**src/design/hte_pkg.sv**
```systemverilog
package hte_pkg;

    // default limits and fixed store depths
    localparam int TAG_LIMIT_DEF    = 63;
    localparam int ENTITY_LIMIT_DEF = 15;
    localparam int TAG_DEPTH        = 12;
    localparam int ENT_DEPTH        = 5;
    localparam int QUEUE_DEPTH      = 2;
    localparam int WORD_MAX         = 11;
    localparam int BLOCK_COUNT      = 27;

    localparam logic [7:0] CODE_LIMIT = 8'd128;

    // character codes
    localparam logic [7:0] CH_LT    = 8'h3C;
    localparam logic [7:0] CH_GT    = 8'h3E;
    localparam logic [7:0] CH_AMP   = 8'h26;
    localparam logic [7:0] CH_SEMI  = 8'h3B;
    localparam logic [7:0] CH_HASH  = 8'h23;
    localparam logic [7:0] CH_X     = 8'h78;
    localparam logic [7:0] CH_SPACE = 8'h20;
    localparam logic [7:0] CH_NL    = 8'h0A;
    localparam logic [7:0] CH_TAB   = 8'h09;
    localparam logic [7:0] CH_CR    = 8'h0D;
    localparam logic [7:0] CH_SLASH = 8'h2F;
    localparam logic [7:0] CH_QUOT  = 8'h22;
    localparam logic [7:0] CH_APOS  = 8'h27;

    // one classified input word, front to back
    typedef struct packed {
        logic [7:0] raw;
        logic [7:0] low;
        logic       eod;
        logic       is_ws;
        logic       is_lt;
        logic       is_gt;
        logic       is_amp;
        logic       is_semi;
        logic       is_x;
        logic       dec_ok;
        logic       hex_ok;
        logic [3:0] nib;
    } item_t;

    typedef logic [TAG_DEPTH-1:0][7:0] name_buf_t;
    typedef logic [TAG_DEPTH:0]        len_vec_t;

    // a name to match; text holds the string with its last char in byte 0
    typedef struct packed {
        logic [3:0]                wlen;
        logic [WORD_MAX-1:0][7:0] text;
    } word_t;

    localparam word_t W_SCRIPT   = '{4'd6, 88'("script")};
    localparam word_t W_STYLE    = '{4'd5, 88'("style")};
    localparam word_t W_CSCRIPT  = '{4'd7, 88'("/script")};
    localparam word_t W_CSTYLE   = '{4'd6, 88'("/style")};
    localparam word_t W_AMP      = '{4'd3, 88'("amp")};
    localparam word_t W_LT       = '{4'd2, 88'("lt")};
    localparam word_t W_GT       = '{4'd2, 88'("gt")};
    localparam word_t W_QUOT     = '{4'd4, 88'("quot")};
    localparam word_t W_APOS     = '{4'd4, 88'("apos")};

    localparam word_t BLOCK_WORDS [0:BLOCK_COUNT-1] = '{
        '{4'd1,  88'("p")},   '{4'd3, 88'("div")}, '{4'd2, 88'("br")},
        '{4'd2,  88'("li")},  '{4'd2, 88'("tr")},  '{4'd2, 88'("dt")},
        '{4'd2,  88'("dd")},  '{4'd10, 88'("blockquote")},
        '{4'd2,  88'("h1")},  '{4'd2, 88'("h2")},  '{4'd2, 88'("h3")},
        '{4'd2,  88'("h4")},  '{4'd2, 88'("h5")},  '{4'd2, 88'("h6")},
        '{4'd2,  88'("/p")},  '{4'd4, 88'("/div")}, '{4'd3, 88'("/li")},
        '{4'd3,  88'("/tr")}, '{4'd3, 88'("/dt")}, '{4'd3, 88'("/dd")},
        '{4'd11, 88'("/blockquote")},
        '{4'd3,  88'("/h1")}, '{4'd3, 88'("/h2")}, '{4'd3, 88'("/h3")},
        '{4'd3,  88'("/h4")}, '{4'd3, 88'("/h5")}, '{4'd3, 88'("/h6")}
    };

    function automatic logic is_ws(input logic [7:0] c);
        return (c == CH_SPACE) || (c >= CH_TAB && c <= CH_CR);
    endfunction

    function automatic logic name_end(input logic [7:0] c);
        return (c == CH_SPACE) || (c == CH_SLASH) || (c == CH_TAB) || (c == CH_NL);
    endfunction

    // buffer bytes are stored lowercase; len_eq[k] = (len == k), len_ge[k] = (len >= k)
    function automatic logic word_hit(input name_buf_t b, input int depth,
                                      input len_vec_t len_eq, input len_vec_t len_ge,
                                      input word_t w);
        logic hit;
        int   wl;
        wl  = int'(w.wlen);
        hit = len_ge[w.wlen] && (wl <= depth);
        for (int i = 0; i < WORD_MAX; i++) begin
            if (i < wl) begin
                if (b[i] != w.text[wl-1-i]) hit = 1'b0;
            end
        end
        if (hit && !len_eq[w.wlen]) hit = (wl < depth) && name_end(b[wl]);
        return hit;
    endfunction

endpackage

```
**src/design/hte_front.sv**
```systemverilog
module hte_front (
    input  logic           s_tvalid,
    output logic           s_tready,
    input  logic [7:0]     s_tdata,   // [7:0] data_byte
    input  logic           s_tlast,   // end_of_document
    input  logic           q_full,
    output logic           push,
    output hte_pkg::item_t item
);
    import hte_pkg::*;

    logic [7:0] low;

    // handshake: take a word whenever the queue has room
    assign s_tready = !q_full;
    assign push     = s_tvalid && !q_full;

    // fold A-Z to lowercase
    assign low = (s_tdata >= 8'h41 && s_tdata <= 8'h5A) ? (s_tdata | 8'h20) : s_tdata;

    // per-byte classification
    always_comb begin
        item.raw     = s_tdata;
        item.low     = low;
        item.eod     = s_tlast;
        item.is_ws   = is_ws(s_tdata);
        item.is_lt   = (s_tdata == CH_LT);
        item.is_gt   = (s_tdata == CH_GT);
        item.is_amp  = (s_tdata == CH_AMP);
        item.is_semi = (s_tdata == CH_SEMI);
        item.is_x    = (low == CH_X);
        item.dec_ok  = (s_tdata >= 8'h30 && s_tdata <= 8'h39);
        item.hex_ok  = (low >= 8'h61 && low <= 8'h66);
        item.nib     = item.dec_ok ? s_tdata[3:0] : 4'(s_tdata[2:0] + 3'd1) + 4'd8;
    end

endmodule

```
**src/design/hte_queue.sv**
```systemverilog
module hte_queue (
    input  logic           aclk,
    input  logic           aresetn,
    input  logic           push,
    input  hte_pkg::item_t wr_item,
    output logic           full,
    input  logic           pop,
    output logic           valid,
    output hte_pkg::item_t rd_item
);
    import hte_pkg::*;

    localparam int PW = (QUEUE_DEPTH > 1) ? $clog2(QUEUE_DEPTH) : 1;
    localparam int CW = $clog2(QUEUE_DEPTH + 1);

    item_t          mem_reg [QUEUE_DEPTH];
    logic [PW-1:0]  wr_ptr_reg, wr_ptr_next;
    logic [PW-1:0]  rd_ptr_reg, rd_ptr_next;
    logic [CW-1:0]  count_reg, count_next;
    logic           do_push, do_pop;

    assign full    = (count_reg == CW'(QUEUE_DEPTH));
    assign valid   = (count_reg != '0);
    assign rd_item = mem_reg[rd_ptr_reg];
    assign do_push = push && !full;
    assign do_pop  = pop && valid;

    // pointer and fill count update
    always_comb begin
        wr_ptr_next = wr_ptr_reg;
        rd_ptr_next = rd_ptr_reg;
        count_next  = count_reg;
        if (do_push) begin
            wr_ptr_next = (wr_ptr_reg == PW'(QUEUE_DEPTH - 1)) ? '0 : wr_ptr_reg + 1'b1;
        end
        if (do_pop) begin
            rd_ptr_next = (rd_ptr_reg == PW'(QUEUE_DEPTH - 1)) ? '0 : rd_ptr_reg + 1'b1;
        end
        if (do_push && !do_pop) count_next = count_reg + 1'b1;
        else if (!do_push && do_pop) count_next = count_reg - 1'b1;
    end

    always_ff @(posedge aclk) begin
        if (!aresetn) begin
            wr_ptr_reg <= '0;
            rd_ptr_reg <= '0;
            count_reg  <= '0;
        end else begin
            wr_ptr_reg <= wr_ptr_next;
            rd_ptr_reg <= rd_ptr_next;
            count_reg  <= count_next;
        end
    end

    // entry storage
    always_ff @(posedge aclk) begin
        if (do_push) mem_reg[wr_ptr_reg] <= wr_item;
    end

endmodule

```
**src/design/hte_back.sv**
```systemverilog
module hte_back #(
    parameter int TAG_LIMIT    = hte_pkg::TAG_LIMIT_DEF,
    parameter int ENTITY_LIMIT = hte_pkg::ENTITY_LIMIT_DEF
) (
    input  logic           aclk,
    input  logic           aresetn,
    input  logic           item_valid,
    input  hte_pkg::item_t item,
    output logic           item_pop,
    output logic           m_tvalid,
    input  logic           m_tready,
    output logic [7:0]     m_tdata,   // [7:0] text_byte
    output logic           m_tlast    // document_end
);
    import hte_pkg::*;

    localparam int TW = $clog2(TAG_LIMIT + 1);
    localparam int EW = $clog2(ENTITY_LIMIT + 1);

    // parser state
    logic                        in_tag_reg, in_tag_next;
    logic                        skip_reg, skip_next;
    logic                        in_ent_reg, in_ent_next;
    logic                        lws_reg, lws_next;
    logic                        stop_reg, stop_next;
    logic [TW-1:0]               tag_len_reg, tag_len_next;
    logic [EW-1:0]               ent_len_reg, ent_len_next;
    logic [7:0]                  num_reg, num_next;
    name_buf_t                   tag_buf_reg;
    logic [ENT_DEPTH-1:0][7:0]   ent_buf_reg;
    logic                        tag_wr, ent_wr;

    // output register
    logic       out_valid_reg, out_valid_next;
    logic [7:0] out_byte_reg, out_byte_next;
    logic       out_last_reg, out_last_next;

    logic       can_take, fire;
    logic       emit, emit_last;
    logic [7:0] emit_byte;
    logic       txt_req;
    logic [7:0] txt_char;

    len_vec_t   tag_eq, tag_ge, ent_eq, ent_ge;
    name_buf_t  ent_view;
    logic [7:0] pos8;
    logic       hex_sel, take, digit_ok;
    logic [11:0] prod, acc;
    logic [7:0] sat;
    logic [7:0] dec_char;
    logic       open_hit, close_hit, skip_after, block_hit;

    assign can_take = !out_valid_reg || m_tready;
    assign item_pop = item_valid && can_take;
    assign fire     = item_pop;

    // length decode for name matching
    always_comb begin
        for (int k = 0; k <= TAG_DEPTH; k++) begin
            tag_eq[k] = (8'(tag_len_reg) == 8'(k));
            tag_ge[k] = (8'(tag_len_reg) >= 8'(k));
            ent_eq[k] = (8'(ent_len_reg) == 8'(k));
            ent_ge[k] = (8'(ent_len_reg) >= 8'(k));
        end
        ent_view = '0;
        for (int i = 0; i < ENT_DEPTH; i++) ent_view[i] = ent_buf_reg[i];
    end

    // numeric entity digit accumulation, saturating at 255
    assign pos8     = 8'(ent_len_reg);
    assign hex_sel  = (pos8 == 8'd1) ? item.is_x : (ent_buf_reg[1] == CH_X);
    assign take     = (pos8 != 8'd0) && (ent_buf_reg[0] == CH_HASH) && !stop_reg
                      && !(hex_sel && pos8 == 8'd1);
    assign digit_ok = item.dec_ok || (hex_sel && item.hex_ok);
    assign prod     = hex_sel ? {num_reg, 4'b0000}
                              : ({1'b0, num_reg, 3'b000} + {3'b000, num_reg, 1'b0});
    assign acc      = prod + {8'h00, item.nib};
    assign sat      = (acc > 12'd255) ? 8'hFF : acc[7:0];

    // entity decode
    always_comb begin
        if (ent_len_reg == '0) dec_char = CH_SPACE;
        else if (ent_buf_reg[0] == CH_HASH)
            dec_char = (num_reg != 8'd0 && num_reg < CODE_LIMIT) ? num_reg : CH_SPACE;
        else if (word_hit(ent_view, ENT_DEPTH, ent_eq, ent_ge, W_AMP))  dec_char = CH_AMP;
        else if (word_hit(ent_view, ENT_DEPTH, ent_eq, ent_ge, W_LT))   dec_char = CH_LT;
        else if (word_hit(ent_view, ENT_DEPTH, ent_eq, ent_ge, W_GT))   dec_char = CH_GT;
        else if (word_hit(ent_view, ENT_DEPTH, ent_eq, ent_ge, W_QUOT)) dec_char = CH_QUOT;
        else if (word_hit(ent_view, ENT_DEPTH, ent_eq, ent_ge, W_APOS)) dec_char = CH_APOS;
        else dec_char = CH_SPACE;
    end

    // tag name classification at '>'
    always_comb begin
        open_hit  = word_hit(tag_buf_reg, TAG_DEPTH, tag_eq, tag_ge, W_SCRIPT)
                 || word_hit(tag_buf_reg, TAG_DEPTH, tag_eq, tag_ge, W_STYLE);
        close_hit = word_hit(tag_buf_reg, TAG_DEPTH, tag_eq, tag_ge, W_CSCRIPT)
                 || word_hit(tag_buf_reg, TAG_DEPTH, tag_eq, tag_ge, W_CSTYLE);
        skip_after = open_hit ? 1'b1 : (close_hit ? 1'b0 : skip_reg);
        block_hit = 1'b0;
        for (int k = 0; k < BLOCK_COUNT; k++) begin
            if (word_hit(tag_buf_reg, TAG_DEPTH, tag_eq, tag_ge, BLOCK_WORDS[k]))
                block_hit = 1'b1;
        end
    end

    // main parser step
    always_comb begin
        in_tag_next  = in_tag_reg;
        skip_next    = skip_reg;
        in_ent_next  = in_ent_reg;
        lws_next     = lws_reg;
        stop_next    = stop_reg;
        tag_len_next = tag_len_reg;
        ent_len_next = ent_len_reg;
        num_next     = num_reg;
        tag_wr       = 1'b0;
        ent_wr       = 1'b0;
        emit         = 1'b0;
        emit_byte    = CH_NL;
        emit_last    = 1'b0;
        txt_req      = 1'b0;
        txt_char     = item.raw;

        if (item.eod) begin
            in_tag_next  = 1'b0;
            skip_next    = 1'b0;
            in_ent_next  = 1'b0;
            lws_next     = 1'b1;
            stop_next    = 1'b0;
            tag_len_next = '0;
            ent_len_next = '0;
            num_next     = '0;
            emit         = 1'b1;
            emit_last    = 1'b1;
        end else if (in_ent_reg) begin
            if (item.is_semi || 8'(ent_len_reg) >= 8'(ENTITY_LIMIT)) begin
                in_ent_next = 1'b0;
                if (!skip_reg && !in_tag_reg) begin
                    txt_req  = 1'b1;
                    txt_char = dec_char;
                end
            end else begin
                ent_wr = (8'(ent_len_reg) < 8'(ENT_DEPTH));
                if (take) begin
                    if (digit_ok) num_next = sat;
                    else stop_next = 1'b1;
                end
                ent_len_next = ent_len_reg + 1'b1;
            end
        end else if (item.is_amp && !in_tag_reg) begin
            in_ent_next  = 1'b1;
            ent_len_next = '0;
            num_next     = '0;
            stop_next    = 1'b0;
        end else if (item.is_lt) begin
            in_tag_next  = 1'b1;
            tag_len_next = '0;
        end else if (in_tag_reg) begin
            if (item.is_gt) begin
                in_tag_next = 1'b0;
                skip_next   = skip_after;
                if (!skip_after && block_hit) begin
                    lws_next  = 1'b1;
                    emit      = 1'b1;
                    emit_byte = CH_NL;
                end
            end else if (8'(tag_len_reg) < 8'(TAG_LIMIT)) begin
                tag_wr       = (8'(tag_len_reg) < 8'(TAG_DEPTH));
                tag_len_next = tag_len_reg + 1'b1;
            end
        end else if (!skip_reg) begin
            txt_req = 1'b1;
        end

        // whitespace collapsing on text output
        if (txt_req) begin
            if (is_ws(txt_char)) begin
                if (!lws_reg) begin
                    lws_next  = 1'b1;
                    emit      = 1'b1;
                    emit_byte = CH_SPACE;
                end
            end else begin
                lws_next  = 1'b0;
                emit      = 1'b1;
                emit_byte = txt_char;
            end
        end
    end

    // output register load
    always_comb begin
        out_valid_next = out_valid_reg && !m_tready;
        out_byte_next  = out_byte_reg;
        out_last_next  = out_last_reg;
        if (fire) begin
            out_valid_next = emit;
            if (emit) begin
                out_byte_next = emit_byte;
                out_last_next = emit_last;
            end
        end
    end

    always_ff @(posedge aclk) begin
        if (!aresetn) begin
            in_tag_reg    <= 1'b0;
            skip_reg      <= 1'b0;
            in_ent_reg    <= 1'b0;
            lws_reg       <= 1'b1;
            stop_reg      <= 1'b0;
            tag_len_reg   <= '0;
            ent_len_reg   <= '0;
            num_reg       <= '0;
            out_valid_reg <= 1'b0;
        end else begin
            out_valid_reg <= out_valid_next;
            if (fire) begin
                in_tag_reg  <= in_tag_next;
                skip_reg    <= skip_next;
                in_ent_reg  <= in_ent_next;
                lws_reg     <= lws_next;
                stop_reg    <= stop_next;
                tag_len_reg <= tag_len_next;
                ent_len_reg <= ent_len_next;
                num_reg     <= num_next;
            end
        end
    end

    // name prefix stores and output payload
    always_ff @(posedge aclk) begin
        out_byte_reg <= out_byte_next;
        out_last_reg <= out_last_next;
        for (int i = 0; i < TAG_DEPTH; i++) begin
            if (fire && tag_wr && 8'(tag_len_reg) == 8'(i)) tag_buf_reg[i] <= item.low;
        end
        for (int i = 0; i < ENT_DEPTH; i++) begin
            if (fire && ent_wr && 8'(ent_len_reg) == 8'(i)) ent_buf_reg[i] <= item.low;
        end
    end

    assign m_tvalid = out_valid_reg;
    assign m_tdata  = out_byte_reg;
    assign m_tlast  = out_last_reg;

endmodule

```
**src/design/html_text_extractor_core.sv**
```systemverilog
// Channel  | Dir | tdata                | tlast           | Notes
// s_       | in  | [7:0] data_byte      | end_of_document | one document byte per word
// m_       | out | [7:0] text_byte      | document_end    | zero or one word per input word
//
// One input word per cycle sustained while m_ does not stall. A taken input word is
// classified into the 2-entry queue; the parser step then loads its result into the
// output register.
// aresetn is synchronous, active low; it returns the parser to the start of a
// document. An end-of-document word does the same after emitting the final newline.
// A stall on m_ with a result waiting holds the parser; the queue keeps s_ open for
// up to two more words.
module html_text_extractor_core #(
    parameter int TAG_LIMIT    = hte_pkg::TAG_LIMIT_DEF,
    parameter int ENTITY_LIMIT = hte_pkg::ENTITY_LIMIT_DEF
) (
    input  logic       aclk,
    input  logic       aresetn,
    input  logic       s_tvalid,
    output logic       s_tready,
    input  logic [7:0] s_tdata,   // [7:0] data_byte
    input  logic       s_tlast,   // end_of_document
    output logic       m_tvalid,
    input  logic       m_tready,
    output logic [7:0] m_tdata,   // [7:0] text_byte
    output logic       m_tlast    // document_end
);
    import hte_pkg::*;

    item_t in_item, q_item;
    logic  push, q_full, q_valid, q_pop;

    // classify incoming bytes
    hte_front u_front (
        .s_tvalid (s_tvalid),
        .s_tready (s_tready),
        .s_tdata  (s_tdata),
        .s_tlast  (s_tlast),
        .q_full   (q_full),
        .push     (push),
        .item     (in_item)
    );

    // decoupling queue
    hte_queue u_queue (
        .aclk    (aclk),
        .aresetn (aresetn),
        .push    (push),
        .wr_item (in_item),
        .full    (q_full),
        .pop     (q_pop),
        .valid   (q_valid),
        .rd_item (q_item)
    );

    // parser and output register
    hte_back #(
        .TAG_LIMIT    (TAG_LIMIT),
        .ENTITY_LIMIT (ENTITY_LIMIT)
    ) u_back (
        .aclk       (aclk),
        .aresetn    (aresetn),
        .item_valid (q_valid),
        .item       (q_item),
        .item_pop   (q_pop),
        .m_tvalid   (m_tvalid),
        .m_tready   (m_tready),
        .m_tdata    (m_tdata),
        .m_tlast    (m_tlast)
    );

endmodule
```
**config.mk**
```make
export PLATFORM = sky130hd
export DESIGN_NAME = html_text_extractor_core
export DESIGN_NICKNAME = d
export VERILOG_FILES = /design/src/design/hte_pkg.sv /design/src/design/hte_front.sv /design/src/design/hte_queue.sv /design/src/design/hte_back.sv /design/src/design/html_text_extractor_core.sv
export SDC_FILE = /design/constraint.sdc
export NUM_CORES = 1
export LEC_CHECK = 0
export BUFFER_PORTS_ARGS = -buffer_cell sky130_fd_sc_hd__buf_2
export CAP_MARGIN = 20
export CORE_ASPECT_RATIO = 2
export CORE_UTILIZATION = 59
export CTS_BUF_LIST = sky130_fd_sc_hd__clkbuf_4 sky130_fd_sc_hd__clkbuf_8
export DETAILED_ROUTE_END_ITERATION = 6
export GPL_ROUTABILITY_DRIVEN = 0
export GPL_TIMING_DRIVEN = 0
export MAX_ROUTING_LAYER = met4
export PLACE_DENSITY = 0.79
export SYNTH_ARGS = -nofsm -noshare
export SYNTH_HDL_FRONTEND = slang
export SYNTH_SLANG_ARGS = --single-unit
```
**constraint.sdc**
```tcl
create_clock -name aclk -period 3 [get_ports aclk]
set_clock_uncertainty 0.05 [all_clocks]
set_input_delay 0.15 -clock aclk [delete_from_list [all_inputs] [get_ports aclk]]
set_output_delay 0.15 -clock aclk [all_outputs]
set_load 0.02 [all_outputs]
```
Word-level counts from Yosys, hierarchy flattened --
Memory sizes are Yosys's and may differ from the RTL's. A register that Yosys moved wholly into a read port is not among the register bits. Index checks and enable logic that the tools add are counted.
Storage, ports and cells: memory bits (writable) 58, output and inout port bits 11, register bits 173, logic and storage cells 701, memories kept 1
Operators by class: $lt $le $gt $ge 28, reduce and logical (&&, ||, !) cells 159, equality and inequality tests 160, multiplexer cells 312, add/sub/neg operators 10
Memory list:
- u_queue.mem_reg | depth 2, bits a word 29, rd ports 1, clocked after memory_dff 1, wr ports 1, RTL line hte_queue.sv:16 | item_t mem_reg [QUEUE_DEPTH];
Operators with widths (number):
- inequality test 8 x 7 -> 1 bit, second input constant | 66
- two-way mux 1 bit | 275
- equality test 8 x 6 -> 1 bit, second input constant | 31
- equality test 8 x 4 -> 1 bit, second input constant | 24
- two-way mux 8 bit | 19
- inequality test 8 x 6 -> 1 bit, second input constant | 13
- logical AND 1 bit | 76
- two-way mux 6 bit | 9
- logical OR 1 bit | 43
- equality test 6 x 3 -> 1 bit, second input constant | 4
- equality test 6 x 4 -> 1 bit, second input constant | 4
- greater-or-equal comparator 6 x 3 -> 1 bit, second input constant | 4
- zero test 1 bit | 22
- two-way mux 4 bit | 5
- equality test 8 x 7 -> 1 bit, second input constant | 2
- greater-or-equal comparator 8 x 4 -> 1 bit, second input constant | 2
- greater-or-equal comparator 8 x 7 -> 1 bit, second input constant | 2
- less-or-equal comparator 8 x 4 -> 1 bit, second input constant | 2
- less-or-equal comparator 8 x 7 -> 1 bit, second input constant | 2
- nonzero test 8 bit | 2
- adder 11 x 9 -> 12 bit | 1
- adder 12 x 4 -> 12 bit | 1
- equality test 6 x 2 -> 1 bit, second input constant | 2
- greater-or-equal comparator 6 x 2 -> 1 bit, second input constant | 2
- other kinds (39) | 56

Logic depth before layout (Yosys ltp) --
Gate-level depths: netlist of run 1.
depth in word-level cells 71, mapped depth 15, gate-level depth less buffers 15

Modules after synthesis --
From an unflattened synthesis of run 1, not the netlist that was laid out.
Second synthesis, totals: cells, all modules 981, area, all modules 11666.2 um2
By module, submodules not included:
- hte_back | seq. area each 4834.6 um2, area each 8893.5 um2, cells an instance 803, instances 1
- hte_queue | seq. area each 1841.8 um2, area each 2324.7 um2, cells an instance 115, instances 1
- hte_front | seq. area each 0.0 um2, area each 447.9 um2, cells an instance 63, instances 1

Least setup slack after synthesis of run 1 --
Ideal clock, no wire load.
path kind reg2reg, start point reg u_back.ent_len_reg[0], end point reg u_back.out_byte_reg[0] (netlist: u_back.m_tdata[0]), enable pin, path slack -0.283 ns, stages on the path, launching flop included 11, period minus slack after synthesis 3.283 ns, data arrival time 2.855 ns, cell sequence dfxtp_1 inv_1 ha_1 nor3b_1 a31o_2 o211a_1 o41a_1 or4_4 nand3_1 o21ai_0 a21oi_1
On the way: cells in the longest elaborated chain, start to end 36, elaborated cells between the ends (all ways) 99, classes of those cells order compare (6); eq/ne (4); mux (76); reduce/logical (13)
RTL lines:
- from (decl) | RTL line hte_back.sv:27 | logic [EW-1:0] ent_len_reg, ent_len_next;
- from (signal assigned) | RTL line hte_back.sv:226 | ent_len_reg <= ent_len_next;
- greater-or-equal comparator 4 x 3 -> 1 bit | RTL line hte_back.sv:63 | ent_ge[k] = (8'(ent_len_reg) >= 8'(k));
- two-way mux 1 bit (4 in a row) | RTL line hte_pkg.sv:95 | if (b[i] != w.text[wl-1-i]) hit = 1'b0;
- two-way mux 1 bit | RTL line hte_back.sv:88 | else if (word_hit(ent_view, ENT_DEPTH, ent_eq, ent_ge, W_QUOT)) dec_char = CH_QUOT;
- two-way mux 1 bit | RTL line hte_back.sv:87 | else if (word_hit(ent_view, ENT_DEPTH, ent_eq, ent_ge, W_GT)) dec_char = CH_GT;
- two-way mux 1 bit | RTL line hte_back.sv:86 | else if (word_hit(ent_view, ENT_DEPTH, ent_eq, ent_ge, W_LT)) dec_char = CH_LT;
- two-way mux 1 bit | RTL line hte_back.sv:85 | else if (word_hit(ent_view, ENT_DEPTH, ent_eq, ent_ge, W_AMP)) dec_char = CH_AMP;
- two-way mux 1 bit | RTL line hte_back.sv:83 | else if (ent_buf_reg[0] == CH_HASH)
- two-way mux 1 bit | RTL line hte_back.sv:82 | if (ent_len_reg == '0) dec_char = CH_SPACE;
- (+17 left out)
- two-way mux 8 bit | RTL line hte_back.sv:136 | end else if (in_ent_reg) begin
- two-way mux 8 bit | RTL line hte_back.sv:125 | if (item.eod) begin
- greater-or-equal comparator 8 x 4 -> 1 bit / less-or-equal comparator 8 x 4 -> 1 bit (equally long branches) | RTL line hte_pkg.sv:78 | return (c == CH_SPACE) || (c >= CH_TAB && c <= CH_CR);
- logical AND 1 bit | RTL line hte_pkg.sv:78
- logical OR 1 bit | RTL line hte_pkg.sv:78
- two-way mux 1 bit | RTL line hte_back.sv:178 | if (is_ws(txt_char)) begin
- two-way mux 1 bit * | RTL line hte_back.sv:177 | if (txt_req) begin
- AND reduction 2 bit (no line) *
- to (signal assigned) | RTL line hte_back.sv:234 | out_byte_reg <= out_byte_next;
- to (decl) | RTL line hte_back.sv:35 | logic [7:0] out_byte_reg, out_byte_next;
Mark *: on every way between the ends. The rest lies on a longest branch, timed or not. The select of a mux whose other input is x is not followed. A chain may end at the register's enable or synchronous reset.

Worst setup path in the final report of run 1 --
start point reg u_back.ent_buf_reg[37] (netlist bit), end point reg u_back.out_byte_reg[5] (netlist: u_back.m_tdata[5]), enable pin
On the way: cells in the longest elaborated chain, start to end 28, elaborated cells between the ends (all ways) 39, classes of those cells order compare (2); eq/ne (5); mux (26); reduce/logical (6)
RTL lines:
- from (decl) | RTL line hte_back.sv:30 | logic [ENT_DEPTH-1:0][7:0] ent_buf_reg;
- from (signal, indexed assignment) | RTL line hte_back.sv:240 | if (fire && ent_wr && 8'(ent_len_reg) == 8'(i)) ent_buf_reg[i] <= item.low;
- equality test 8 x 6 -> 1 bit | RTL line hte_pkg.sv:82 | return (c == CH_SPACE) || (c == CH_SLASH) || (c == CH_TAB) || (c == CH_NL);
- logical OR 1 bit (2 in a row) | RTL line hte_pkg.sv:82
- logical OR 1 bit * | RTL line hte_pkg.sv:82
- two-way mux 1 bit | RTL line hte_pkg.sv:98 | if (hit && !len_eq[w.wlen]) hit = (wl < depth) && name_end(b[wl]);
- two-way mux 1 bit | RTL line hte_back.sv:88
- two-way mux 1 bit | RTL line hte_back.sv:87
- two-way mux 1 bit | RTL line hte_back.sv:86
- two-way mux 1 bit | RTL line hte_back.sv:85
- (+11 left out)
- two-way mux 8 bit * | RTL line hte_back.sv:136
- two-way mux 8 bit * | RTL line hte_back.sv:125
- greater-or-equal comparator 8 x 4 -> 1 bit / less-or-equal comparator 8 x 4 -> 1 bit (equally long branches) | RTL line hte_pkg.sv:78
- logical AND 1 bit | RTL line hte_pkg.sv:78
- logical OR 1 bit * | RTL line hte_pkg.sv:78
- two-way mux 1 bit * | RTL line hte_back.sv:178
- two-way mux 1 bit * | RTL line hte_back.sv:177
- AND reduction 2 bit (no line) *
Marked as above.

==> results of run 1 <==
==> worst min-delay path by stage <==
stage,from,end,slack (ns)
finish,s_tdata[2],u_queue.mem_reg[0][23],0.27
global route,s_tdata[5],u_queue.mem_reg[1][26],0.27
CTS,s_tlast,u_queue.mem_reg[0][12],0.21
detailed placement,s_tlast,u_queue.mem_reg[0][12],0.30
global placement,s_tlast,u_queue.mem_reg[0][12],0.29
floorplan,s_tlast,u_queue.mem_reg[0][12],0.20
==> where the power goes <==
group | switching [mW] | leakage [nW] | internal (mW)
logic | 1.04 | 2.01 | 0.471
clock network | 1.13 | 0.365 | 1.53
registers | 0.0801 | 1.94 | 3.62
==> placed cells by master, fill, tap and decap left out, types with 8 or more instances in the layout <==
cell	instances
nand3_1	25
buf_2	26
o211ai_1	10
nor3b_1	10
nor2b_1	18
nor4b_1	14
nor3_1	34
dfxtp_1	26
mux2_2	14
inv_1	14
nor2_1	64
nand2b_1	9
clkbuf_8	30
ha_1	18
o21ai_0	27
nand3b_1	11
edfxtp_1	187
and3_1	34
nor4_1	21
a21o_1	8
nand2_1	55
xnor2_1	12
nand4_1	19
buf_4	33
or3_1	9
dlygate4sd3_1	12
clkbuf_1	13
and2_1	16
a21oi_1	25
nand4b_1	11
==> kinds of logic after synthesis <==
logic type	after synthesis	synth area share [%]
DFF	216	57.6
adders and majority gates	25	3.05
and+or+nand+nor	431	23.7
muxes	25	2.49
AOI/OAI and AO/OA	161	10.4
xor gates and xnor gates	16	1.30
buffers and inverters	42	1.52
==> per-layer routing <==
layer  vias up  wire, um  global-route usage (%)
met5         -         0                       -
met1      4147      9600                    29.5
met2       421     16500                    61.8
met4         0      2610                    25.7
met3       167      1730                    4.65
li1       3814         -                       -
==> cell type report <==
cell class                 count  share of cell area [%]
inverter                      18                   0.567
antenna                        1                  0.0196
tap                          213                    2.08
multi-input combinational    658                    38.3
buffer                        21                   0.783
clock inverter                18                    1.88
timing repair buffer          73                    4.28
sequential                   216                    48.5
clock buffer                  36                    3.58
==> per-stage QoR <==
step                TNS [ns]  power (mW)  worst slack [ns]  instance area, um^2  util, %
floorplan             -0.176        4.55           -0.0178                10800        -
global placement      -31.38        4.97             -1.34                11200     63.0
detailed placement    -36.53        5.01             -1.39                11200     63.1
CTS                    -3.17        7.75            -0.205                12500     70.1
global route           -8.10        8.09            -0.399                12800     71.9
finish                 -5.23        7.87            -0.324                12800     71.9
==> timing repair <==
action / CTS / global route
resized for setup: 51 / 57
pin swaps: 23 / 28
hold buffers: 12 / 0
setup endpoints to repair: 120 / 92
hold endpoints to repair: 27 / 0
setup buffers: 23 / 13
==> summary by stage, run 1 <==
Synth
The most common cell in the synthesized netlist is edfxtp_1. Summed over all instances, the cell type with the most area after synthesis is edfxtp_1. For this run, the register share of the synthesized area comes to 57.6%. In this run, synthesis inferred 187 flip-flops with an integrated enable. Counting flops with an async set or reset pin after synthesis yields a share of 0%.

The area share of the leading cell type in the synthesized netlist is 52.2%. For this run, the leading register cell type out of synthesis is edfxtp_1. Yosys printed 0 warnings. Synthesis handed over a netlist of 916 instances. The cell area after synthesis is 0.0108 mm^2. By area the synthesized netlist is led by edfxtp_1 52%, dfxtp_1 5.4%, ha_1 2.7%. After synthesis the netlist holds a flip-flop and latch count of 216. Synthesis produced a netlist with a net count of 954. A synthesized cell averages 11.8 um^2. The count of unique library cells instantiated by Yosys is 80. By count the netlist is led by 187 x edfxtp_1, 70 x nor2_1, 56 x nand2_1, 37 x and3_1, 37 x nor3_1.

Final layout
Registers take 0.00620 mm^2. The number of nets in the layout is 1055. The register with the most flip-flops in the layout has 96 of them.

The area of the multi-input gates is 0.00490 mm^2. The final standard cell count with taps included and fillers excluded is 1254. The share of layout cells above drive strength 1 is 21.8%. The total of fill cells in the finished design is 1219. Relative to the synthesized area, the layout overhead comes to 18.8%.

Route
The number of detailed-routing iterations run before antenna repair is 6. Once detail routing completed, the nets flagged for antenna violations numbered 0. The number of remaining DRC errors is 0.

The number of DRC markers in iteration 0 is 692. After detailed routing, the average wire length per cell comes to 24.3 um. The detailed-route vias per instance is 6.82. The routed via count is 8549. The routed design has 30500 um of wire.

Floorplan
The number of top-level pins is 24. The total area inside the core boundary comes to 0.0178 mm^2. The height of the chip is 193 um. Measured along the x axis, the die boundary spans 97.5 um. The starting density of the core is 60.5%. The floorplan has 69 rows. The area enclosed by the die boundary is 0.0188 mm^2.

Worst setup path
Tracing the worst setup path back leads to its startpoint at u_back.ent_buf_reg[37]. Counting both buffers and inverters, the worst setup path holds a total of 1. Data on the critical path arrives at its endpoint at 3.57 ns. The element type at the critical path start is a flip-flop. The endpoint of the most critical register-to-register path is u_back.m_tdata[5]. Counting buffers and inverters, the worst setup path is 10 cells deep. The kind of cell with the highest combined delay along the critical path is compound AO/OA/AOI/OAI gates. Among all stages on the critical path, the largest delay is contributed by or4_4.

STA classifies the critical path endpoint as a flip-flop. The worst setup path endpoint is u_back.m_tdata[5]. The worst endpoint required time is 3.24 ns.

The register-to-register path setup slack is -0.32 ns. Counting cells, the worst reg-to-reg path comes to 10. The worst flop-to-flop path startpoint is u_back.ent_buf_reg[37]. Of all nets on the critical path, the largest fanout is 9. The critical path is of the reg -> reg type. The stage delay of the slowest cell on the critical path is 0.57 ns.

The critical path goes through and3_4 > o211ai_1 > a2111oi_4 > o221a_2 > o41a_1 > or4_4 > nand3_4 > o21ai_4 > a21oi_4 > buf_12.

Clock tree
The buffer cell driving the clock tree root is clkbuf_8. Clock-pin slew was measured on the worst setup and hold paths at 0.07 ns. In this run the deepest clock path goes through 3 buffers.

The insertion delay to the later sink of the worst-skew pair is 0.59 ns. Clock tree synthesis inserted a total of 29 buffers. The level count of the clock H-tree is 1. The TritonCTS clock tree is built. The clock net in this run drives a total of 216 sinks.

Timing
At the pin with the least slew margin, the transition time is 0.958 ns. The worst pin sits at a relative slew slack of 36.1%. Counting I/O delays and the setup requirement, the final critical path takes 3.32 ns. The final count of hold timing violations is 0. The worst hold slack after final layout is 0.271 ns. Of the available clock period, the critical path in the final layout requires 111%. Setup violations remaining at the end of the flow were counted as 26.

Setup repair after global routing could not meet its margin everywhere. The number of pins with negative max-slew slack in the final report came to 0. The timing-limited maximum frequency is 301 MHz. The post-layout worst setup margin is -0.324 ns.

GRT
The via count of the first global-routing pass is 8674. The initial antenna violation count is 1. The first global-routing pass estimated 46100 um of wire. In the global route stage, overall resource usage came out at 33.1%. The maximum number of pins on one net before global-route repair is 22.

The remaining global-route overflow is 0.

Place
In this run, placement finished with an instance count of 1154. The wire-length estimate of the detail-placed layout is 20200 um. Input and output buffers added on the ports amount to 23.

Worst hold path
Counting instances, the worst hold path has a depth of 2. In this run the worst hold path is classified as in -> reg.

Power and ir drop
Power spread over the standard cell area amounts to 616 mW/mm^2. In this run the static leakage power is 4.32 nW. The worst supply voltage drop on vdd is 0.591 mV.

Status
The flow ran to the end, but the final reports show violations. The checks that failed: setup timing.

Job
The tool flagged a number of max-cap violations equal to 0.
Power figures use the tool's default switching activity.
==> run 2, diff against run 1 <==
--- a/config.mk
+++ b/config.mk
@@ -8,13 +8,13 @@
 export BUFFER_PORTS_ARGS = -buffer_cell sky130_fd_sc_hd__buf_2
 export CAP_MARGIN = 20
 export CORE_ASPECT_RATIO = 2
-export CORE_UTILIZATION = 59
-export CTS_BUF_LIST = sky130_fd_sc_hd__clkbuf_4 sky130_fd_sc_hd__clkbuf_8
+export CORE_UTILIZATION = 57
+export CTS_BUF_LIST = sky130_fd_sc_hd__clkbuf_4 sky130_fd_sc_hd__clkbuf_8 sky130_fd_sc_hd__clkbuf_16
 export DETAILED_ROUTE_END_ITERATION = 6
 export GPL_ROUTABILITY_DRIVEN = 0
 export GPL_TIMING_DRIVEN = 0
 export MAX_ROUTING_LAYER = met4
-export PLACE_DENSITY = 0.79
+export PLACE_DENSITY = 0.76
 export SYNTH_ARGS = -nofsm -noshare
 export SYNTH_HDL_FRONTEND = slang
 export SYNTH_SLANG_ARGS = --single-unit
==> run 2 against run 1 <==
  * Sequential power hardly changed
  * Worst setup slack better by 0.065 ns
  * First-iteration DRC count is 21% lower
  * The run ends with DRC, setup timing left
  * Largest power group unchanged
  * Non-clock buffer count is 6 higher
  * Count of clock-buffer cells in the layout is 13 lower
==> summary by stage, run 2 (synthesis results as in run 1) <==
Final layout
The area of the multi-input gates is 0.00487 mm^2 (was 0.00490 mm^2). The final core utilization was 69.2% (was 71.9%). The area used by sequential logic in the layout came to 0.00621 mm^2 (was 0.00620 mm^2). Commonest cells after routing, fill and taps aside: 187 x edfxtp_1, 60 x nor2_1, 55 x nand2_1, 42 x buf_4 (was 187 x edfxtp_1, 64 x nor2_1, 55 x nand2_1, 34 x and3_1, 34 x nor3_1).

The share of layout cells above drive strength 1 is 21.0% (was 21.8%). The number of flip-flops under the largest register name is 96 (unchanged). The commonest non-fill, non-tap cell in the layout is edfxtp_1 (unchanged). The total of fill cells in the finished design is 1246 (was 1219). The antenna diode count is 0 (was 1). The area growth from synthesis to final layout is 18.3% (was 18.8%). The number of nets in the layout is 1051 (was 1055).

Timing
The worst slew margin relative to its limit came to 34.5% (was 36.1%). The clock period minus final worst setup slack is 3.26 ns (was 3.32 ns). The number of pins with negative max-slew slack in the final report is 0 (unchanged). The timing-limited maximum frequency came to 307 MHz (was 301 MHz). The share of the clock period used by the worst path came to 109% (was 111%). Unrepaired setup endpoints after global routing: yes (unchanged). The final count of hold timing violations is 0 (unchanged). The transition time at the pin with the least slew margin was 0.982 ns (was 0.958 ns).

The final number of setup-violating endpoints is 24 (was 26). The setup TNS came to -4.02 ns (was -5.23 ns). The worst hold slack after final layout is 0.0588 ns (was 0.271 ns). The post-layout worst setup margin is -0.259 ns (was -0.324 ns).

Floorplan
The height of the chip is 196 um (was 193 um). The number of placement rows is 70 (was 69). The area of the core is 0.0184 mm^2 (was 0.0178 mm^2). The die width is 99.2 um (was 97.5 um).

The starting density of the core was 58.5% (was 60.5%). The area enclosed by the die boundary is 0.0195 mm^2 (was 0.0188 mm^2). The number of top-level pins came to 24 (unchanged).

Clock tree
The TritonCTS sink count is 216 (unchanged). The TritonCTS clock tree is built (unchanged). The total CTS buffers is 19 (was 29). The clock transition at the registers of the reported paths is 0.07 ns (about the same). The buffer levels on the longest clock path is 3 (unchanged). The insertion delay to the later sink of the worst-skew pair is 0.52 ns (was 0.59 ns). The level count of the clock H-tree is 1 (unchanged).

The buffer cell driving the clock tree root is clkbuf_16 (was clkbuf_8).

Power and ir drop
The switching power of the nets is 2.16 mW (was 2.25 mW). The fraction of power consumed by combinational cells is 18.9% (was 19.1%). The clock share of power came to 32.7% (was 33.9%). The worst supply voltage drop on vdd is 0.614 mV (was 0.591 mV). The sequential share of power came to 48.4% (was 47.0%). The proportion of total power due to net switching came to 28.3% (was 28.6%).

The cell area power density came to 600 mW/mm^2 (was 616 mW/mm^2). The total internal power is 5.48 mW (was 5.62 mW). The leakage dissipation came to 4.32 nW (about the same).

Route
The detailed-route vias per instance is 6.74 (was 6.82). The post-route antenna net violation count is 0 (unchanged). The number of detailed-routing iterations run before antenna repair was 7 (was 6). The routed via count is 8365 (was 8549). The number of remaining DRC errors is 8 (was 0). The number of DRC markers in iteration 0 is 548 (was 692).

The final routed wire length divided by cell count is 23.6 um (was 24.3 um). The wire length reported by the detailed router is 29300 um (was 30500 um).

Worst setup path
The endpoint class of the critical path is a flip-flop (unchanged). The stage delay of the slowest cell on the critical path is 0.56 ns (was 0.57 ns). The highest fanout seen on the critical path is 10 (was 9). The worst flop-to-flop path startpoint was u_back.ent_buf_reg[3] (was u_back.ent_buf_reg[37]). The element type at the critical path start was a flip-flop (unchanged). The start point of the critical path is u_back.ent_buf_reg[3] (was u_back.ent_buf_reg[37]). The worst reg-to-reg path cell count is 10 (unchanged).

The data arrival time of the worst path is 3.43 ns (was 3.57 ns). The register-to-register path setup slack is -0.26 ns (was -0.32 ns). The worst endpoint required time is 3.17 ns (was 3.24 ns). The kind of critical path is reg -> reg (unchanged). The endpoint of the most critical register-to-register path is u_back.m_tdata[5] (unchanged). The slowest cell on the critical path is or4_4 (unchanged).

Cells traversed along the worst timing path: nor4bb_1 > and3_2 > o21ai_0 > nor2b_1 > o41a_1 > or4_4 > nand3_4 > o21ai_2 > a21oi_4 > buf_12 (was and3_4 > o211ai_1 > a2111oi_4 > o221a_2 > o41a_1 > or4_4 > nand3_4 > o21ai_4 > a21oi_4 > buf_12).

Job
The max capacitance violation total is 0 (unchanged).

Place
The number of buffer cells added on primary ports came to 23 (unchanged). The worst slack after detailed placement is -1.35 ns (was -1.39 ns). The placed wire-length estimate after detailed placement came to 19900 um (was 20200 um).

GRT
The total global-route track usage is 31.5% (was 33.1%). The maximum number of pins on one net before global-route repair is 22 (unchanged). The remaining global-route overflow is 0 (unchanged). The via count of the first global-routing pass is 8438 (was 8674). The global-route wire length before repair is 44500 um (was 46100 um). The initial antenna violation count came to 0 (was 1).

Worst hold path
The instance count along the most critical hold path is 4 (was 2). The worst hold-check path type was in -> reg (unchanged). The end of the worst hold path is u_back.m_tvalid (was u_queue.mem_reg[0][23]). The start point of the worst min-delay path is m_tready (was s_tdata[2]).

Status
Violated checks: DRC, setup timing (was setup timing). Run status: complete, but fails checks (unchanged).
## run 2: repair_timing
item | 4_1_cts | 5_1_grt
hold buffers | 10 | 0
endpoints found under the setup margin | 123 | 83
resized for setup | 59 | 45
pin swaps | 23 | 24
hold endpoints to repair | 21 | 0
setup buffers | 28 | 17
gates cloned | 0 | 0
## run 2: layout make-up
class / count / area share (%)
multi-input combinational: 658 / 38.3
sequential: 216 / 48.7
inverter: 18 / 0.550
clock inverter: 10 / 0.875
buffer: 21 / 0.757
tap: 216 / 2.12
timing repair buffer: 79 / 4.67
clock buffer: 23 / 4.02
## run 2: per-stage QoR
stage / total power, mW / cell area (um^2) / cells
after CTS: 7.57 / 12400 / 1225
final: 7.64 / 12700 / 1241
after detailed placement: 5.01 / 11200 / 1157
after floorplan: 4.55 / 10800 / 916
after global placement: 4.98 / 11200 / 1155
after global routing: 7.87 / 12700 / 1241
## run 2: worst max path at each step
stage,endpoint,slack (ns),cells past startpoint
floorplan,u_back.m_tdata[0],-0.02,10
global placement,u_back.m_tdata[6],-1.35,9
detailed placement,u_back.m_tdata[5],-1.35,9
global route,u_back.m_tdata[5],-0.31,10
finish,u_back.m_tdata[5],-0.26,10
CTS,u_back.num_reg[0],-0.21,13
## run 2: routing by layer
| layer | GRT usage (%) | wire length [um] | share of wire, % | vias up |
|---|---|---|---|---|
| met5 | - | 0 | 0 | - |
| met4 | 23.7 | 2400 | 8.2 | 0 |
| met3 | 3.51 | 1260 | 4.3 | 144 |
| met2 | 57.9 | 16000 | 54 | 343 |
| met1 | 29.4 | 9730 | 33 | 4066 |
| li1 | - | - | - | 3812 |
## run 2: power groups by stage
stage               Sequential (mW)  Combinational [mW]  Clock, mW
global placement               3.75                1.23          0
floorplan                      3.80               0.754          0
global route                   3.71                1.54       2.62
detailed placement             3.75                1.26          0
finish                         3.69                1.45       2.50
CTS                            3.69                1.36       2.51
## run 2: critical path: cells and delay by family, from the launching register on
kind / cells / cell delay (ns)
buf+inv: 1 / 0.15
flops: 1 / 0.47
compound gates: 4 / 0.53
simple gates: 5 / 1.75
==> run 3, diff against run 2 <==
--- a/config.mk
+++ b/config.mk
@@ -8,13 +8,12 @@
 export BUFFER_PORTS_ARGS = -buffer_cell sky130_fd_sc_hd__buf_2
 export CAP_MARGIN = 20
 export CORE_ASPECT_RATIO = 2
-export CORE_UTILIZATION = 57
+export CORE_UTILIZATION = 35
 export CTS_BUF_LIST = sky130_fd_sc_hd__clkbuf_4 sky130_fd_sc_hd__clkbuf_8 sky130_fd_sc_hd__clkbuf_16
 export DETAILED_ROUTE_END_ITERATION = 6
 export GPL_ROUTABILITY_DRIVEN = 0
 export GPL_TIMING_DRIVEN = 0
 export MAX_ROUTING_LAYER = met4
-export PLACE_DENSITY = 0.76
 export SYNTH_ARGS = -nofsm -noshare
 export SYNTH_HDL_FRONTEND = slang
 export SYNTH_SLANG_ARGS = --single-unit
==> constraint.sdc (replaced) <==
create_clock -name aclk -period 3.07 [get_ports aclk]
set_clock_uncertainty 0.05 [all_clocks]
set_input_delay 0.1535 -clock aclk [delete_from_list [all_inputs] [get_ports aclk]]
set_output_delay 0.1535 -clock aclk [all_outputs]
set_load 0.02 [all_outputs]
==> run 3 against run 2 <==
  * The flow finishes with violations (setup timing)
  * Critical path depth up 1
  * Sequential power shrank 2%
  * Combinational power increased by 8%
  * Fmax down 2.2%
  * Highest routed layer unchanged
  * Via count is 1.1% lower
  * Final cell count rose by 13%
==> summary by stage, run 3 (synthesis results as in run 1) <==
Final layout
The commonest non-fill, non-tap cell in the layout is edfxtp_1 (unchanged). The share of layout cells above drive strength 1 is 22.8% (was 21.0%). The area growth from synthesis to final layout is 22.6% (was 18.3%). Commonest cells after routing, fill and taps aside: 187 x edfxtp_1, 60 x nor2_1, 55 x nand2_1, 49 x buf_4 (was 187 x edfxtp_1, 60 x nor2_1, 55 x nand2_1, 42 x buf_4). The number of flip-flops under the largest register name is 96 (unchanged). The number of nets in the layout is 1061 (was 1051). The antenna diode count is 0 (unchanged). The total of fill cells in the finished design is 2758 (was 1246).

Worst setup path
The element type at the critical path start is a flip-flop (unchanged). The highest fanout seen on the critical path is 10 (unchanged). The data arrival time of the worst path is 3.52 ns (was 3.43 ns). The endpoint class of the critical path was a flip-flop (unchanged). The worst endpoint required time is 3.25 ns (was 3.17 ns). The kind of critical path is reg -> reg (unchanged).

Route
The number of detailed-routing iterations run before antenna repair is 5 (was 7). The number of remaining DRC errors is 0 (was 8). The detailed-route vias per instance was 5.90 (was 6.74).

The wire length reported by the detailed router is 31400 um (was 29300 um). The final routed wire length divided by cell count is 22.4 um (was 23.6 um). The number of DRC markers in iteration 0 is 423 (was 548). The post-route antenna net violation count is 0 (unchanged). The routed via count is 8271 (was 8365).

Floorplan
The area of the core came to 0.0302 mm^2 (was 0.0184 mm^2). The area enclosed by the die boundary came to 0.0315 mm^2 (was 0.0195 mm^2). The starting density of the core was 35.7% (was 58.5%). The height of the chip was 250 um (was 196 um).

The die width was 126 um (was 99.2 um). The number of top-level pins is 24 (unchanged). The number of placement rows is 90 (was 70).

GRT
The total global-route track usage is 20.8% (was 31.5%). The maximum number of pins on one net before global-route repair is 22 (unchanged). The via count of the first global-routing pass is 8648 (was 8438). The remaining global-route overflow is 0 (unchanged).

The global-route wire length before repair came to 48200 um (was 44500 um). The initial antenna violation count is 0 (unchanged).

Timing
The share of the clock period used by the worst path is 109% (about the same). The final count of hold timing violations is 0 (unchanged). The post-layout worst setup margin came to -0.262 ns (was -0.259 ns). The timing-limited maximum frequency is 300 MHz (was 307 MHz).

The transition time at the pin with the least slew margin is 0.969 ns (was 0.982 ns). The number of pins with negative max-slew slack in the final report is 0 (unchanged). The worst slew margin relative to its limit is 35.4% (was 34.5%).

The clock period minus final worst setup slack was 3.33 ns (was 3.26 ns). Unrepaired setup endpoints after global routing: yes (unchanged). The worst hold slack after final layout is 0.0817 ns (was 0.0588 ns).

The final number of setup-violating endpoints was 21 (was 24).

Clock tree
The buffer cell driving the clock tree root is clkbuf_16 (unchanged). The buffer levels on the longest clock path was 3 (unchanged). The insertion delay to the later sink of the worst-skew pair is 0.52 ns (about the same). The TritonCTS clock tree is built (unchanged).

The total CTS buffers is 19 (unchanged). The TritonCTS sink count is 216 (unchanged). The level count of the clock H-tree was 1 (unchanged).

The clock transition at the registers of the reported paths is 0.07 ns (about the same).

Power and ir drop
The leakage dissipation came to 4.40 nW (was 4.32 nW). The clock share of power is 33.3% (was 32.7%). The sequential share of power came to 46.5% (was 48.4%).

The fraction of power consumed by combinational cells came to 20.2% (was 18.9%). The worst supply voltage drop on vdd is 0.552 mV (was 0.614 mV). The switching power of the nets is 2.21 mW (was 2.16 mW). The proportion of total power due to net switching came to 28.4% (was 28.3%). The cell area power density came to 589 mW/mm^2 (was 600 mW/mm^2). The total internal power is 5.57 mW (was 5.48 mW).

Job
The max capacitance violation total came to 0 (unchanged).

Place
The worst slack after detailed placement is -1.14 ns (was -1.35 ns). The number of buffer cells added on primary ports is 23 (unchanged). The placed wire-length estimate after detailed placement is 21900 um (was 19900 um).

Status
Violated checks: setup timing (was DRC, setup timing). Run status: complete, but fails checks (unchanged).

Worst hold path
The worst hold-check path type is in -> reg (unchanged).
==> run 3: cell count changes in the layout (fill, tap and decap cells not counted), moves of 3 or more <==
cell | previous run | this run
buf_2 | 28 | 25
buf_4 | 42 | 49
clkbuf_1 | 14 | 11
nor4_1 | 22 | 18
nor4_2 | 3 | 7
==> run 3: worst max-delay path, stage by stage (launching register included) <==
cell and delay [ns]:
dfxtp_1 0.46, clkbuf_4 0.28, nor3b_1 0.08, a31o_2 0.26, o211a_1 0.26, o41a_1 0.44
or4_4 0.56, nand3_4 0.12, o21ai_4 0.08, a21oi_4 0.20, buf_12 0.14, buf_16 0.11
==> run 3: worst paths after layout <==
kind | slack [ns] | cells past startpoint | startpoint | endpoint
min | 0.08 | 4 | s_tvalid | u_queue.wr_ptr_reg
max reg2reg | -0.26 | 11 | u_back.ent_len_reg[2] | u_back.m_tdata[3]
min reg2reg | 0.42 | 2 | u_back.stop_reg | u_back.stop_reg
max | -0.26 | 11 | u_back.ent_len_reg[2] | u_back.m_tdata[3]
==> run 3: power by group through the flow <==
stage	clock (mW)	combinational, mW	sequential (mW)
6_report	2.59	1.57	3.61
4_1_cts	2.62	1.46	3.61
3_3_place_gp	0	1.25	3.67
2_1_floorplan	0	0.731	3.71
5_1_grt	2.72	1.68	3.63
3_5_place_dp	0	1.28	3.67
==> run 3: final cells by class <==
| type | count | area [um^2] | share of cell area (%) |
|---|---|---|---|
| sequential | 216 | 6200 | 47.0 |
| multi-input combinational | 658 | 5000 | 37.9 |
| timing repair buffer | 89 | 696 | 5.27 |
| clock buffer | 21 | 490 | 3.72 |
| tap | 368 | 460 | 3.49 |
| clock inverter | 12 | 166 | 1.26 |
| buffer | 21 | 110 | 0.834 |
| inverter | 18 | 67.6 | 0.512 |
==> run 3: through the flow <==
step	instances	power, mW	cell area, um^2	TNS (ns)	utilization, %
6_report	1403	7.78	13200	-2.65	43.7
5_1_grt	1403	8.03	13200	-4.86	43.7
4_1_cts	1388	7.70	12800	-2.67	42.5
3_5_place_dp	1310	4.95	11400	-35.36	37.8
3_3_place_gp	1307	4.92	11400	-35.61	37.6
2_1_floorplan	916	4.44	10800	0	-
==> run 3: routing by layer <==
layer  global-route usage, %  vias up  wire, um
li1                        -     3819         -
met1                    17.8     4077      9850
met2                    40.2      249     17700
met3                    1.82      126      1040
met4                    16.6        0      2740
met5                       -        -         0
==> run 3: timing repair <==
action / CTS / global route
pin swaps: 20 / 29
resized for setup: 77 / 67
cloned: 1 / 0
hold buffers: 11 / 0
buffers inserted: 36 / 16
setup endpoints to repair: 107 / 73
endpoints found under the hold margin: 22 / 0
